===== config.mk =====
export PLATFORM = sky130hd
export DESIGN_NAME = gaa_merge_check
export DESIGN_NICKNAME = d
export VERILOG_FILES = /design/src/design/gaa_pkg.sv /design/src/design/gaa_merge_check.sv
export SDC_FILE = /design/constraint.sdc
export NUM_CORES = 1
export LEC_CHECK = 0
export ABC_AREA = 1
export BUFFER_PORTS_ARGS = -buffer_cell sky130_fd_sc_hd__buf_4
export CAP_MARGIN = 30
export CELL_PAD_IN_SITES_DETAIL_PLACEMENT = 0
export CELL_PAD_IN_SITES_GLOBAL_PLACEMENT = 1
export CORE_MARGIN = 4
export CORE_UTILIZATION = 38
export DETAILED_ROUTE_END_ITERATION = 8
export MAX_ROUTING_LAYER = met4
export PLACE_DENSITY_LB_ADDON = 0.05
export RECOVER_POWER = 100
export SETUP_SLACK_MARGIN = 0.05
export SKIP_LAST_GASP = 1
export SYNTH_ARGS = -nofsm -noshare
export SYNTH_HDL_FRONTEND = slang
export SYNTH_SLANG_ARGS = --single-unit

===== constraint.sdc =====
create_clock -name vclk -period 2.6
set_input_delay 0.13 -clock vclk [all_inputs]
set_output_delay 0.13 -clock vclk [all_outputs]
set_load 0.005 [all_outputs]

===== src/design/gaa_pkg.sv =====
// Package for the guillotine atlas allocator.
// Holds the rectangle type, table sizes, opcodes and status codes.
// No dependencies; used by gaa_merge_check and guillotine_atlas_allocator.
`default_nettype none
package gaa_pkg;

   localparam int MAX_FREE_RECTS = 64;
   localparam int MAX_SIDE       = 4096;
   localparam int IDX_W          = $clog2(MAX_FREE_RECTS);
   localparam int CNT_W          = IDX_W + 1;
   localparam int SIDE_W         = 13;
   localparam int POS_W          = 12;
   localparam int AREA_W         = 25;
   localparam int PROD_W         = 2 * SIDE_W;
   localparam int CSR_ADDR_W     = 3;

   localparam logic [1:0] OP_ALLOC = 2'd0;
   localparam logic [1:0] OP_FREE  = 2'd1;
   localparam logic [1:0] OP_CLEAR = 2'd2;

   localparam logic [1:0] ST_OK      = 2'd0;
   localparam logic [1:0] ST_ZERO    = 2'd1;
   localparam logic [1:0] ST_NO_FIT  = 2'd2;
   localparam logic [1:0] ST_FULL    = 2'd3;

   // One free rectangle of the table.
   typedef struct packed {
      logic [SIDE_W-1:0] x;
      logic [SIDE_W-1:0] y;
      logic [SIDE_W-1:0] w;
      logic [SIDE_W-1:0] h;
   } rect_type;

   // Outcome of checking one pair of rectangles for a merge.
   typedef struct packed {
      logic     hit;
      rect_type rect;
   } merge_type;

endpackage
`default_nettype wire


===== src/design/gaa_merge_check.sv =====
// Pair merge check for the guillotine atlas allocator.
// Depends on gaa_pkg for the rectangle and merge result types.
`default_nettype none
module gaa_merge_check (
   input  wire gaa_pkg::rect_type  a,
   input  wire gaa_pkg::rect_type  b,
   output gaa_pkg::merge_type      result
);

   logic [gaa_pkg::SIDE_W:0] a_right, b_right, a_bottom, b_bottom;
   logic [gaa_pkg::SIDE_W-1:0] sum_w, sum_h;

   assign a_right  = {1'b0, a.x} + {1'b0, a.w};
   assign b_right  = {1'b0, b.x} + {1'b0, b.w};
   assign a_bottom = {1'b0, a.y} + {1'b0, a.h};
   assign b_bottom = {1'b0, b.y} + {1'b0, b.h};
   assign sum_w    = a.w + b.w;
   assign sum_h    = a.h + b.h;

   // Side-by-side neighbours are tried first, then stacked ones.
   always_comb begin
      result.hit  = 1'b0;
      result.rect = a;
      if (a.y == b.y && a.h == b.h && a_right == {1'b0, b.x}) begin
         result.hit  = 1'b1;
         result.rect = '{x: a.x, y: a.y, w: sum_w, h: a.h};
      end else if (a.y == b.y && a.h == b.h && b_right == {1'b0, a.x}) begin
         result.hit  = 1'b1;
         result.rect = '{x: b.x, y: b.y, w: sum_w, h: a.h};
      end else if (a.x == b.x && a.w == b.w && a_bottom == {1'b0, b.y}) begin
         result.hit  = 1'b1;
         result.rect = '{x: a.x, y: a.y, w: a.w, h: sum_h};
      end else if (a.x == b.x && a.w == b.w && b_bottom == {1'b0, a.y}) begin
         result.hit  = 1'b1;
         result.rect = '{x: b.x, y: b.y, w: a.w, h: sum_h};
      end
   end

endmodule
`default_nettype wire


After elaboration in Yosys (flattened, before gate mapping)
Cells that the tools add are included.

$add $sub $neg: 6. Multiply operators: 0. Div/mod/pow operators: 0. $lt $le $gt $ge: 0. Equal/unequal tests: 8. Shifts and indexed selects: 0. Muxes and demuxes: 4. Bitwise gates (word level): 0. Reduce and logical (&&, ||, !) cells: 6.

Operators with widths (number): $mux 53 (4); $add 13x13->14 (4); $eq 14x13->1 (4); $eq 13x13->1 (4); $add 13x13->13 (2); $logic_and 1x1->1 (6).

Flip-flop bits (word level): 0. Latch bits: 0. Bits in writable memories: 0. Memory bits (read-only): 0. Input bits: 104. Output and inout port bits: 53. Word-level logic and storage cells: 24. Memories: 0.

Longest topological paths before layout
Gate-level depths: netlist of run 1.

Depth after elaboration: 7. Depth in mapped cells: 20. Depth with buffers taken out: 20.

Least setup slack after synthesis of run 1
OpenSTA, ideal clock, no wires.

Kind: input to output. From: input a[0] (netlist bit). To: output result[0] (netlist bit). Data arrival time: 2161 ps. Data required time: 2470 ps. Setup slack: 309 ps. Stages: 17. Cell sequence: ha_1 fa_1 or2_1 nand3_1 nand2_1 inv_1 nand2_1 nor2_1 nand2_1 nor2_1 nand3_1 nor2_1 nand2_1 nand2_4 nand3_4 buf_6 o21ai_2.

RTL lines: start: declaration (line gaa_merge_check.sv:5) `input wire gaa_pkg::rect_type a,`; end: declaration (line gaa_merge_check.sv:7) `output gaa_pkg::merge_type result`.

==> results of run 1 <==
==> power by group <==
group	switching (mW)	total [mW]	internal [mW]
registers	0	0	0
logic	1.24	2.30	1.05
clock network	0	0	0
==> stage by stage <==
step / setup WS, ns / power (mW) / util, %
CTS: -0.1444 / 2.168 / 61.46
floorplan: 0.3086 / 1.110 / -
global placement: -0.3935 / 1.995 / 56.12
global route: -0.2601 / 2.517 / 64.32
detailed placement: -0.4412 / 2.007 / 56.12
finish: -0.08579 / 2.296 / 64.32
==> final cells by class <==
| type | count | area share [%] |
|---|---|---|
| Inverter | 175 | 6.254 |
| Multi-Input combinational cell | 1024 | 62.31 |
| Tap cell | 220 | 2.572 |
| Timing Repair Buffer | 370 | 28.86 |
==> critical path, delay by kind of cell <==
| kind | cells | cell delay (ns) |
|---|---|---|
| AO/OA/AOI/OAI | 1 | 0.13 |
| adder cells (fa/ha/maj) | 2 | 0.61 |
| buffers and inverters | 5 | 0.37 |
| AND/OR/NAND/NOR | 12 | 1.29 |
==> cell usage after synthesis, types with 3 or more instances <==
library cell,number
buf_6,3
o21ai_1,5
a21oi_2,6
fa_1,6
inv_1,171
nand3b_1,6
xnor2_1,42
inv_2,3
buf_2,9
o21bai_1,11
o21ai_2,7
nand2_1,423
nand3_2,4
o21ai_0,32
a21oi_1,54
nor3_1,7
nor2_1,100
ha_1,76
clkbuf_1,3
nand3_1,111
a21o_1,5
nand2_2,7
nand4_1,41
xor2_1,45
nor2_2,4
a31oi_1,5
==> routing by layer <==
metal	global-route usage [%]	wire, um
met4	2.163	224
met2	45.84	12950
met5	-	0
met3	6.172	2617
met1	43.92	14510
==> cell families after synthesis <==
group           count (synthesis)
xor+xnor                       88
buf+inv                       191
fa+ha+maj                      82
compound gates                132
simple gates                  717
==> repair_timing <==
item / CTS / global route
buffers inserted: 13 / 6
cloned: 7 / 1
resized for setup: 185 / 111
endpoints found under the setup margin: 53 / 53
pin swaps: 71 / 62
hold endpoints to repair: 0 / 0
==> worst max path at each step <==
stage,endpoint,slack (ns),cells past startpoint
6_report,result[18],-0.09,20
5_1_grt,result[1],-0.26,19
4_1_cts,result[18],-0.14,20
3_5_place_dp,result[8],-0.44,21
3_3_place_gp,result[7],-0.39,21
2_1_floorplan,result[0],0.31,17
==> placed cells by master, fill, tap and decap left out, types with 3 or more instances in the layout <==
cell,instances
o21ai_0,18
buf_12,6
o21ai_1,11
nand3_2,17
buf_4,312
nor2_2,15
xnor2_1,41
a21oi_2,16
ha_4,13
nor3_2,4
fa_2,4
nand3_4,4
buf_8,3
nor2_1,78
nand2_4,24
nor2_4,11
inv_2,13
nand2_1,357
o21bai_1,11
nand4_1,41
inv_1,160
a31oi_1,5
buf_6,47
nor3_4,3
nand2_8,4
nand3_1,97
a21o_1,5
o21ai_2,13
a21oi_1,43
nand2_2,49
ha_1,61
nand3b_1,6
xor2_1,43
==> summary.txt, run 1 <==
Cells and area
  • FFs & Latches: 0
  • Total number of nets in the final design: 1757
  • Area occupied by multi-input gates: 6670 sq um
  • Ant. Diodes: 0
  • Layout Cell Area excl Fill: 10700 sq um
  • Filler Cells Inserted: 1623
  • Share of layout cells above drive strength 1: 36.84%
  • Clk_buf instances: 0
  • Post-route insts no fill: 1789
  • Register area: 0 sq um
  • Synthesis-to-layout area growth: 64.80%

Detailed routing
  • Via count: 9156
  • First drt pass iteration count: 5
  • Post-route antenna net violation count: 0
  • Final wirelength: 30300 um
  • Drt wl/cell: 16.94 um
  • Remaining routing DRC violations: 0
  • Vias/cell: 5.118
  • Drt initial violations: 671

Floorplanning
  • I/O pin count: 157
  • Standard-cell row count: 47
  • Core area: 16640 sq um
  • Die width: 138.7 um
  • Area enclosed by the die boundary: 19250 sq um
  • Overall die height: 138.7 um
  • Initial core utilization: 39.03%

STA
  • Total Neg Setup Slack: -1.581 ns
  • Setup repair after global routing missed its margin: yes
  • Transition at the pin with the smallest max-transition slack: 0.3897 ns
  • Max-slew violations: 0
  • Share of the cycle needed by the critical path after routing: 103.3%
  • Worst setup slack after layout: -0.08579 ns
  • Relative slew margins: 73.74%
  • Final-report setup violation count: 46
  • Final critical-path required period: 2.686 ns
  • Final Hold Fails: 0
  • Maximum clock frequency: 0.3723 GHz
  • Hold slack final: 0.5894 ns

Yosys
  • Synthesized-area fraction occupied by adder cells: 16.49%
  • Combined area of all synthesized cells: 6495 sq um
  • Largest family of logic cells by synthesized area: simple AND/OR/NAND/NOR gates
  • Xor and xnor fraction of the mapped netlist area: 12.08%
  • Sequential area share after synthesis: 0%
  • Dominant cells by area after synthesis: nand2_1 (24%), ha_1 (15%), inv_1 (9.9%)
  • Number of distinct library cells after synthesis: 46
  • Cells after Synth: 1210
  • Synthesized area per cell: 5.368 sq um
  • Share of Yosys cell area claimed by the top area cell type: 24.45%
  • Yosys warning count: 0
  • Simple-gate share of the synthesized area: 47.79%
  • Share of cell area taken by muxes after synthesis: 0%
  • Cell taking the most area after synthesis: nand2_1
  • Post-synthesis compound-gate area fraction: 12.02%
  • Net count after synthesis: 1396

Critical path
  • Kind of critical path: primary input to output port
  • Critical Path Sink Type: output port
  • Data arrival, critical path: 2.56 ns
  • Worst Setup SP: a[39]
  • Library cell contributing the largest single delay on the critical path: fa_2
  • Critical path launch point type: primary input
  • Endpoint required time on the critical path: 2.47 ns
  • Peak per-stage delay on the critical path: 0.46 ns
  • Cell repeated most along the worst path: inv_2
  • Crit Path Max Fanout: 8
  • Critical path cell sequence: buf_8 > ha_4 > inv_2 > fa_2 > nand2_2 > inv_2 > nor2_2 > nand3_1 > nor2_1 > nand2_1 > inv_2 > nand3_2 > nor2_2 > nand4_1 > nor2_4 > nand2_8 > nand2_8 > nor2_4 > a21oi_2 > buf_4

Pwr
  • Leakage power: 5.883 nW
  • Largest vdd supply drop: 0.0001131 V
  • Power density cells: 214.5 nW/um^2

Worst hold path
  • Worst hold path startpoint: a[38]
  • Sink of the worst hold path: result[38]
  • Type of the tightest min-delay check: primary input to output port
  • Hold depth: 4

Job
  • Number of max-cap violations: 0

Placed design
  • Count of buffers inserted at the top-level ports: 157
  • HPWL after DPL: 25230 um
  • Post-Place Cell Area: 9340 sq um
  • Gp weighted congestion: 0.9707
  • Number of cells in the design after placement: 1766

Global route
  • Antenna violations before repair: 0
  • Pin count of the biggest net entering global routing: 15
  • First-pass GRT wire length: 46060 um
  • Total global-route track usage: 30.41%
  • Via count of the first global-routing pass: 8518
  • Congestion Overflow GR: 0

Outcome
  • Run status: finished, violations left
  • Violated checks: negative setup slack

Clock tree
  • Cts-stage hold buffer count: 0
(Power assumes the default switching activity.)
==> run 2: changes to the inputs <==
CORE_ASPECT_RATIO = 0.7   (was unset)
SLEW_MARGIN = 40   (was unset)
==> summary.txt, run 2 (synthesis results as in run 1) <==
Outcome
  • Run status: finished, violations left
  • Violated checks: negative setup slack

Detailed routing
  • First drt pass iteration count: 5 (unchanged)
  • Final wirelength: 31550 um (+4.1%)
  • Drt initial violations: 1106 (+65%)
  • Post-route antenna net violation count: 0 (unchanged)
  • Remaining routing DRC violations: 0 (unchanged)
  • Drt wl/cell: 17.58 um (+3.8%)
  • Via count: 9321 (+1.8%)
  • Vias/cell: 5.193 (+1.5%)

Placed design
  • Count of buffers inserted at the top-level ports: 157 (unchanged)
  • Gp weighted congestion: 1.028 (+5.9%)
  • Post-Place Cell Area: 9469 sq um (+1.4%)
  • HPWL after DPL: 27220 um (+7.9%)
  • Number of cells in the design after placement: 1779 (+0.74%)
  • Pre-CTS setup slack: -0.4523 ns (-0.01103 ns)

Critical path
  • Peak per-stage delay on the critical path: 0.43 ns (-0.03 ns)
  • Top Family by Delay on Critical Path: simple AND/OR/NAND/NOR gates
  • Endpoint required time on the critical path: 2.47 ns (about the same)
  • Worst path buffer plus inverter count: 6 (+1)
  • Data arrival, critical path: 2.63 ns (+0.07 ns)
  • Critical Path Sink Type: output port
  • Kind of critical path: primary input to output port
  • Critical path cell sequence: buf_8 > ha_4 > inv_2 > fa_2 > nand2_1 > inv_1 > nor2_2 > nand3_2 > nor2_1 > nand2_1 > inv_1 > nand3_2 > nor2_2 > nand4_1 > nor2_4 > nand2_4 > nand3_4 > buf_12 > nand2_2 > o21ai_2 > buf_4
  • Crit Path Max Fanout: 7 (-1)
  • Library cell contributing the largest single delay on the critical path: fa_2
  • Critical path launch point type: primary input

Global route
  • Congestion Overflow GR: 0 (unchanged)
  • Via count of the first global-routing pass: 8442 (-0.89%)
  • First-pass GRT wire length: 46820 um (+1.6%)
  • Total global-route track usage: 31.65% (+1.2 points)
  • Pin count of the biggest net entering global routing: 20 (+5)
  • Antenna violations before repair: 0 (unchanged)

Pwr
  • Power density cells: 219.9 nW/um^2 (+2.5%)
  • Largest vdd supply drop: 0.0001030 V (-8.9%)
  • Total power after layout: 2.267 mW (-1.3%)
  • Leakage power: 5.816 nW (-1.1%)

Cells and area
  • Share of layout cells above drive strength 1: 34.20% (-2.6 points)
  • FFs & Latches: 0 (unchanged)
  • Ant. Diodes: 0 (unchanged)
  • Area occupied by multi-input gates: 6315 sq um (-5.3%)
  • Synthesis-to-layout area growth: 58.70%
  • Filler Cells Inserted: 1676 (+3.3%)
  • Register area: 0 sq um (unchanged)
  • Post-route insts no fill: 1795 (+0.34%)
  • Total number of nets in the final design: 1758 (+0.057%)
  • Most common cell after layout, fill and taps aside: nand2_1
  • Most frequent cells in the layout: nand2_1 (379), buf_4 (334), inv_1 (163)
  • Layout Cell Area excl Fill: 10310 sq um (-3.7%)
  • Clk_buf instances: 0 (unchanged)

Floorplanning
  • Core area: 16540 sq um (-0.60%)
  • Standard-cell row count: 39 (-17%)
  • Overall die height: 117.4 um (-15%)
  • Area enclosed by the die boundary: 19280 sq um (+0.17%)
  • Die width: 164.3 um (+18%)
  • I/O pin count: 157 (unchanged)
  • Initial core utilization: 39.26% (+0.24 points)

Job
  • Number of max-cap violations: 0 (unchanged)

Worst hold path
  • Hold depth: 4 (unchanged)
  • Worst hold path startpoint: a[38]
  • Sink of the worst hold path: result[38]
  • Type of the tightest min-delay check: primary input to output port

STA
  • Transition at the pin with the smallest max-transition slack: 0.4689 ns (+0.07920 ns)
  • Final-report setup violation count: 50 (+8.7%)
  • Final Hold Fails: 0 (unchanged)
  • Worst setup slack after layout: -0.1586 ns (-0.07279 ns)
  • Final critical-path required period: 2.759 ns (+0.07279 ns)
  • Maximum clock frequency: 0.3625 GHz (-2.6%)
  • Setup repair after global routing missed its margin: yes
  • Relative slew margins: 68.67% (-5.1 points)
  • Share of the cycle needed by the critical path after routing: 106.1% (+2.8 points)
  • Max-slew violations: 0 (unchanged)
## run 2: where the power goes
group / total (mW) / switching (mW) / internal [mW] / leakage, nW
clock: 0 / 0 / 0 / 0
combinational: 2.27 / 1.24 / 1.02 / 5.82
sequential: 0 / 0 / 0 / 0
total: 2.27 / 1.24 / 1.02 / 5.82
## run 2: worst max path at each step
stage / start / to / cells after the start / slack, ns
2_1_floorplan: a[0] / result[0] / 17 / 0.31
3_3_place_gp: a[0] / result[3] / 20 / -0.40
3_5_place_dp: a[0] / result[3] / 20 / -0.45
4_1_cts: a[26] / result[3] / 20 / -0.19
5_1_grt: a[13] / result[2] / 21 / -0.36
6_report: a[13] / result[2] / 21 / -0.16
## run 2: timing repair
action	in CTS	in global routing
setup endpoints to repair	53	53
cloned	3	2
pin swaps	45	32
hold buffers	0	0
setup buffers	9	4
resized for setup	126	73
## run 2: through the flow
step	setup TNS, ns	hold slack [ns]	utilization, %
6_report	-4.095	0.5890	62.31
5_1_grt	-12.28	0.6038	62.31
4_1_cts	-3.242	0.5890	60.38
3_5_place_dp	-15.16	0.5861	57.24
3_3_place_gp	-13.30	0.5931	57.24
2_1_floorplan	0	0.3423	-
## run 2: metal layers
layer | routed length (um) | vias to the layer above | global-route usage, % | share of wire (%)
met5 | 0 | - | - | 0
met4 | 287 | 0 | 1.886 | 0.91
met3 | 3879 | 30 | 6.907 | 12
met2 | 11080 | 433 | 38.77 | 35
met1 | 16310 | 4222 | 52.81 | 52
li1 | - | 4636 | - | -
## run 2: layout make-up
| type | count | share of cell area (%) |
|---|---|---|
| multi-input combinational | 1020 | 61.26 |
| timing repair buffer | 375 | 29.59 |
| inverter | 175 | 6.409 |
| tap | 225 | 2.731 |
==> run 3: changes to the inputs <==
--- a/config.mk
+++ b/config.mk
@@ -11,5 +11,5 @@
 export CELL_PAD_IN_SITES_DETAIL_PLACEMENT = 0
 export CELL_PAD_IN_SITES_GLOBAL_PLACEMENT = 1
-export CORE_ASPECT_RATIO = 0.7
+export CORE_ASPECT_RATIO = 1.25
 export CORE_MARGIN = 4
 export CORE_UTILIZATION = 38
==> constraint.sdc (replaced) <==
create_clock -name vclk -period 2.6
set_input_delay 0.39 -clock vclk [all_inputs]
set_output_delay 0.39 -clock vclk [all_outputs]
set_load 0.005 [all_outputs]
==> summary.txt, run 3 (synthesis results as in run 1) <==
Placed design
  • Gp weighted congestion: 0.9522 (-7.4%)
  • Count of buffers inserted at the top-level ports: 157 (unchanged)
  • Pre-CTS setup slack: -0.9225 ns (-0.4702 ns)
  • HPWL after DPL: 26040 um (-4.3%)
  • Post-Place Cell Area: 10020 sq um (+5.8%)
  • Number of cells in the design after placement: 1839 (+3.4%)

Outcome
  • Run status: finished, violations left
  • Violated checks: negative setup slack

Cells and area
  • Most common cell after layout, fill and taps aside: buf_4
  • Most frequent cells in the layout: buf_4 (398), nand2_1 (341), inv_1 (157)
  • Synthesis-to-layout area growth: 77.46%
  • FFs & Latches: 0 (unchanged)
  • Clk_buf instances: 0 (unchanged)
  • Final core utilization: 68.70% (+6.4 points)
  • Total number of nets in the final design: 1845 (+4.9%)
  • Register area: 0 sq um (unchanged)
  • Post-route insts no fill: 1877 (+4.6%)
  • Filler Cells Inserted: 1600 (-4.5%)
  • Ant. Diodes: 0 (unchanged)
  • Layout Cell Area excl Fill: 11530 sq um (+12%)
  • Share of layout cells above drive strength 1: 42.12% (+7.9 points)

STA
  • Setup repair after global routing missed its margin: yes
  • Final critical-path required period: 3.236 ns (+0.4774 ns)
  • Final-report setup violation count: 53 (+6.0%)
  • Final Hold Fails: 0 (unchanged)
  • Max-slew violations: 0 (unchanged)
  • Worst setup slack after layout: -0.6360 ns (-0.4774 ns)
  • Share of the cycle needed by the critical path after routing: 124.5% (+18 points)
  • Transition at the pin with the smallest max-transition slack: 0.3446 ns (-0.1243 ns)
  • Maximum clock frequency: 0.3090 GHz (-15%)
  • Relative slew margins: 76.78% (+8.1 points)
  • Hold slack final: 1.113 ns (+0.5242 ns)

Critical path
  • Endpoint required time on the critical path: 2.21 ns (-0.26 ns)
  • Critical path launch point type: primary input
  • Critical Path Sink Type: output port
  • Kind of critical path: primary input to output port
  • Data arrival, critical path: 2.85 ns (+0.22 ns)
  • Crit Path Max Fanout: 6 (-1)

Pwr
  • Power density cells: 209.3 nW/um^2 (-4.8%)
  • Largest vdd supply drop: 0.0001066 V (+3.5%)
  • Leakage power: 6.333 nW (+8.9%)

Global route
  • First-pass GRT wire length: 46310 um (-1.1%)
  • Total global-route track usage: 30.57% (-1.1 points)
  • Pin count of the biggest net entering global routing: 17 (-15%)
  • Via count of the first global-routing pass: 9181 (+8.8%)
  • Antenna violations before repair: 0 (unchanged)
  • Congestion Overflow GR: 0 (unchanged)

Detailed routing
  • Via count: 9448 (+1.4%)
  • Drt wl/cell: 16.50 um (-6.2%)
  • Post-route antenna net violation count: 0 (unchanged)
  • First drt pass iteration count: 5 (unchanged)
  • Vias/cell: 5.034 (-3.1%)
  • Remaining routing DRC violations: 0 (unchanged)
  • Final wirelength: 30960 um (-1.9%)
  • Drt initial violations: 426 (-61%)

Job
  • Number of max-cap violations: 0 (unchanged)

Floorplanning
  • Initial core utilization: 38.71% (-0.55 points)
  • I/O pin count: 157 (unchanged)
  • Standard-cell row count: 53 (+36%)
  • Area enclosed by the die boundary: 19260 sq um (-0.10%)
  • Core area: 16780 sq um (+1.4%)
  • Die width: 124.9 um (-24%)
  • Overall die height: 154.2 um (+31%)

Worst hold path
  • Type of the tightest min-delay check: primary input to output port

Clock tree
  • Cts-stage hold buffer count: 0 (unchanged)
run 3: cell count changes in the layout (fill, tap and decap cells not counted), moves of 8 or more:
| cell | before | now |
|---|---|---|
| buf_4 | 334 | 398 |
| nand2_1 | 379 | 341 |
| nand2_2 | 43 | 62 |
| nand2_4 | 10 | 26 |
| buf_6 | 30 | 42 |
| o21ai_0 | 23 | 12 |
| ha_4 | 7 | 15 |
| nor2_1 | 86 | 78 |
| o21ai_2 | 14 | 22 |
run 3: area by class of cell:
cell class	instances	area, sq um	area share, %
Inverter	175	671.9	5.829
Multi-Input combinational cell	1022	6748	58.54
Tap cell	220	275.3	2.388
Timing Repair Buffer	460	3831	33.24
run 3: worst paths after layout:
path  startpoint    endpoint  slack, ns  cells after the start
min        a[17]  result[17]       1.11                      4
max        a[39]   result[2]      -0.64                     19
run 3: per-stage QoR:
stage          power (mW)  TNS, ns
6_report            2.412   -29.82
5_1_grt             2.655   -36.72
4_1_cts             2.203   -30.56
3_5_place_dp        2.145   -38.93
3_3_place_gp        2.127   -36.98
2_1_floorplan       1.127   -4.626
run 3: routing by layer:
layer | up-vias | wire (um) | global-route usage (%)
li1 | 4810 | - | -
met1 | 4256 | 11230 | 29.66
met2 | 288 | 16560 | 60.98
met3 | 94 | 973 | 1.347
met4 | 0 | 2203 | 15.55
met5 | - | 0 | -
run 3: report_power, final:
group	internal [mW]	switching [mW]	total [mW]
clock network	0	0	0
logic	1.17	1.25	2.41
registers	0	0	0
run 3: what timing repair did:
| item | 4_1_cts | 5_1_grt |
|---|---|---|
| pin swaps | 33 | 71 |
| gates resized for setup | 54 | 250 |
| cloned | 4 | 6 |
| setup endpoints to repair | 53 | 53 |
| setup buffers | 10 | 19 |
run 3: critical path, stage by stage:
cell and delay [ns]:
buf_8 0.08, ha_4 0.14, inv_2 0.04, fa_2 0.53, nor2_1 0.05, nor2_2 0.14
nand3_2 0.09, nor2_1 0.08, nand2_1 0.05, inv_1 0.06, nand3_2 0.08, nor2_2 0.10
nand4_1 0.13, nor2_4 0.23, nand2_8 0.17, nand3_4 0.17, buf_4 0.13, o21ai_2 0.04
buf_4 0.13
